==> src/rtl/mjq_fifo.sv <==
// Small register-based queue used between the front, the back and the
// result port. Depends on nothing but its parameters.
module mjq_fifo #(
  parameter int WIDTH = 8,
  parameter int DEPTH = 2
) (
  input  logic             clk,
  input  logic             rst_n,
  input  logic             push,
  input  logic [WIDTH-1:0] wdata,
  input  logic             pop,
  output logic [WIDTH-1:0] rdata,
  output logic             full,
  output logic             empty
);
  localparam int PTR_W = (DEPTH > 1) ? $clog2(DEPTH) : 1;
  localparam int CNT_W = $clog2(DEPTH + 1);

  logic [WIDTH-1:0] mem_r [DEPTH];
  logic [PTR_W-1:0] wr_ptr_r, rd_ptr_r;
  logic [CNT_W-1:0] count_r;
  logic             push_ok, pop_ok;

  assign full    = (count_r == CNT_W'(DEPTH));
  assign empty   = (count_r == '0);
  assign push_ok = push && !full;
  assign pop_ok  = pop && !empty;
  assign rdata   = mem_r[rd_ptr_r];

  // Pointers and fill level.
  always_ff @(posedge clk) begin
    if (!rst_n) begin
      wr_ptr_r <= '0;
      rd_ptr_r <= '0;
      count_r  <= '0;
    end else begin
      if (push_ok) begin
        wr_ptr_r <= (wr_ptr_r == PTR_W'(DEPTH - 1)) ? '0 : wr_ptr_r + 1'b1;
      end
      if (pop_ok) begin
        rd_ptr_r <= (rd_ptr_r == PTR_W'(DEPTH - 1)) ? '0 : rd_ptr_r + 1'b1;
      end
      if (push_ok && !pop_ok) begin
        count_r <= count_r + 1'b1;
      end else if (pop_ok && !push_ok) begin
        count_r <= count_r - 1'b1;
      end
    end
  end

  // Storage needs no reset.
  always_ff @(posedge clk) begin
    if (push_ok) begin
      mem_r[wr_ptr_r] <= wdata;
    end
  end

endmodule

==> config.mk <==
export PLATFORM = sky130hd
export DESIGN_NAME = mjq_fifo
export DESIGN_NICKNAME = d
export VERILOG_FILES = /design/src/rtl/mjq_fifo.sv
export SDC_FILE = /design/constraint.sdc
export NUM_CORES = 1
export LEC_CHECK = 0
export BUFFER_PORTS_ARGS = -buffer_cell sky130_fd_sc_hd__buf_2
export CORE_UTILIZATION = 52
export DETAILED_ROUTE_END_ITERATION = 8
export GPL_ROUTABILITY_DRIVEN = 0
export PLACE_DENSITY_LB_ADDON = 0.1
export SYNTH_ARGS = -nofsm -noshare
export SYNTH_HDL_FRONTEND = slang
export SYNTH_SLANG_ARGS = --single-unit
==> constraint.sdc <==
create_clock -name clk -period 4.2 [get_ports clk]
set_input_delay 0.63 -clock clk [delete_from_list [all_inputs] [get_ports clk]]
set_output_delay 0.63 -clock clk [all_outputs]
set_load 0.03 [all_outputs]
==> run_results.csv <==
group,metric,value,unit
status,status,"finished, final reports clean",
synthesis,synth-seq-cells,21,
floorplan,die_x,41.5,µm
global_route,grt_pass1_vias,452,
layout,area_growth,17.9,%
sta,fmax,495,MHz
route,routed_wl,1110,µm
sta,tightest_slew,0.664,ns
cts,clk_latency,0.29,ns
global_route,grt_max_degree,12,
synthesis,synth_top_cell_area_share,0.594,
global_route,globalRoute.totalOverflow,0,
floorplan,io_pins,22,
power,p_leak,0.379,nW
cts,cts.clk_slew.worst_paths,0.10,ns
synthesis,synth_cells,50,
sta,slew_violations,0,
placement,numPortBuffers,21,
global_route,grt_pass1_wl,1900,µm
floorplan,start_util,0.592,
floorplan,core-area,0.00137,mm²
cts,cts_setup_buffers,0,
layout,multi_input_area,216,µm²
cts,cts-buffers-inserted,3,
layout,antenna_cells,0,
setup_path,required,3.57,ns
global_route,grt_antenna_before_repair,0,
route,vias_per_cell,5.43,
sta,layout_min_cycle_time,2.02,ns
synthesis,ys_top_cells_by_area,"edfxtp_1 59%, dfxtp_1 12%, mux2_2 11%, and2_1 2.3%, xnor2_1 2.2%",
layout,stdcell_area,955,µm²
setup_path,critPathArrivalTime,1.39,ns
synthesis,synth_warnings,0,
layout,regArea,581,µm²
cts,cts-resized-gates,0,
cts,clkSinkCount,21,
setup_path,end_kind,"primary output",
setup_path,crit_fanout,8,
sta,finalClockSkew,0.000507,ns
synthesis,yosysUniqueCellTypes,20,
min_path,hold_class,"in -> reg",
cts,htreeDepth,1,
synthesis,synth_area,810,µm²
setup_path,cp-start-kind,"flop",
sta,fin_crit_sh,0.481,
synthesis,synth_top_area_cell,"edfxtp_1",
global_route,track_usage,0.149,
route,wire_per_inst,12.5,µm
layout,layout.nets,88,
floorplan,die_y,41.5,µm
route,drc_errors,0,
layout,drive_gt1_frac,0.459,
sta,rsz0062_at_grt,"no",
synthesis,ys_seq_area_frac,0.717,
run,drv_cap,0,
sta,finalSetupViolCount,0,
synthesis,synth_fp_nets,63,
cts,cts_tree,"yes",
synthesis,avgSynthCellArea,16.2,µm²
placement,hpwl,829,µm
power,total_power,0.607,mW
sta,max-slew-margin-rel,0.555,
route,dr.pass1.iters,4,
route,drt_iter0_drc,9,
sta,hold_viol_final,0,
route,antenna_left,0,
floorplan,die-area,0.00172,mm²
floorplan,rows,13,
setup_path,critPathKind,"reg -> out",
power,powerDensity,636,mW/mm²
sta,setup_tns,0,ns
cts,cts_buffer_depth,2,
power,ir_drop,0.000414,V
cts,cts-root-buf,"clkbuf_4",
layout,fillCellCount,105,
placement,postPlaceCellArea,928,µm²
cts,cts_hold_buf,0,
route,vias,483,
-- through the flow --
step	cells	setup slack [ns]	hold WS, ns	util
floorplan	50	2.63	0.483	-
global placement	85	2.45	0.509	0.679
detailed placement	85	2.45	0.521	0.679
CTS	89	2.16	0.511	0.699
global route	89	2.10	0.500	0.699
finish	89	2.18	0.523	0.699
-- worst max-delay path: stages, from the launching register on --
cell and delay (ns):
dfxtp_1 0.54, mux2_2 0.38, buf_2 0.18
-- Yosys cell counts --
master	count
a21boi_0	1
xor2_1	1
o21ai_1	1
dfxtp_1	5
xnor2_1	2
and2_1	3
and3_1	1
nand2b_1	1
a21boi_1	1
nor2_1	2
or3_1	1
inv_2	1
ha_1	1
inv_1	1
o21a_1	1
buf_2	1
o21ai_0	1
mux2_2	8
edfxtp_1	16
nor3_2	1
-- state kept, by name, indices dropped and copies added (netlist names), named ones only --
register,cells
count_r,2
rd_ptr_r,1
mem_r,16
wr_ptr_r,1
-- layer usage --
metal  wire length (µm)  vias to the layer above  global-route usage
met1                455                      227               0.174
met2                579                       23               0.259
met3                 71                        2              0.0391
met4                  8                        0              0.0581
li1                   -                      231                   -
met5                  0                        -                   0
-- report_power, final --
part           internal, mW  switching (mW)  leakage [nW]
registers             0.265          0.0280         0.191
logic                0.0904           0.134         0.173
clock network        0.0369          0.0528        0.0150
total                 0.392           0.214         0.379
-- cell type report --
cell class              count  share of cell area
clock buffers               4              0.0275
inverters                   2             0.00786
multi-input cells          26               0.227
flip-flops and latches     21               0.608
well taps                  15              0.0197
repair buffers             21               0.110
-- final timing paths --
check              from          end  slack (ns)  depth (start not counted)
min            wdata[3]  mem_r[1][3]        0.52                          1
max                flop     rdata[4]        2.18                          2
min reg2reg  count_r[1]   count_r[1]        0.54                          2
max reg2reg  count_r[0]   count_r[1]        2.64                          6
-- placed cells by master, fill, tap and decap left out, types with 2 or more instances in the layout --
cell	Yosys	final
buf_2	1	21
edfxtp_1	16	16
mux2_2	8	8
dfxtp_1	5	5
and2_1	3	3
clkbuf_4	0	3
nor2_1	2	2
xnor2_1	2	2
-- logic make-up after synthesis --
family | after synthesis | synth area share
flip-flops | 21 | 0.717
buffers and inverters | 3 | 0.0154
multiplexers | 8 | 0.111
XOR/XNOR | 3 | 0.0325
AND/OR/NAND/NOR | 9 | 0.0680
adder cells (fa/ha/maj) | 1 | 0.0155
AO/OA/AOI/OAI | 5 | 0.0402
No activity file was read; power rests on OpenSTA's default activity.
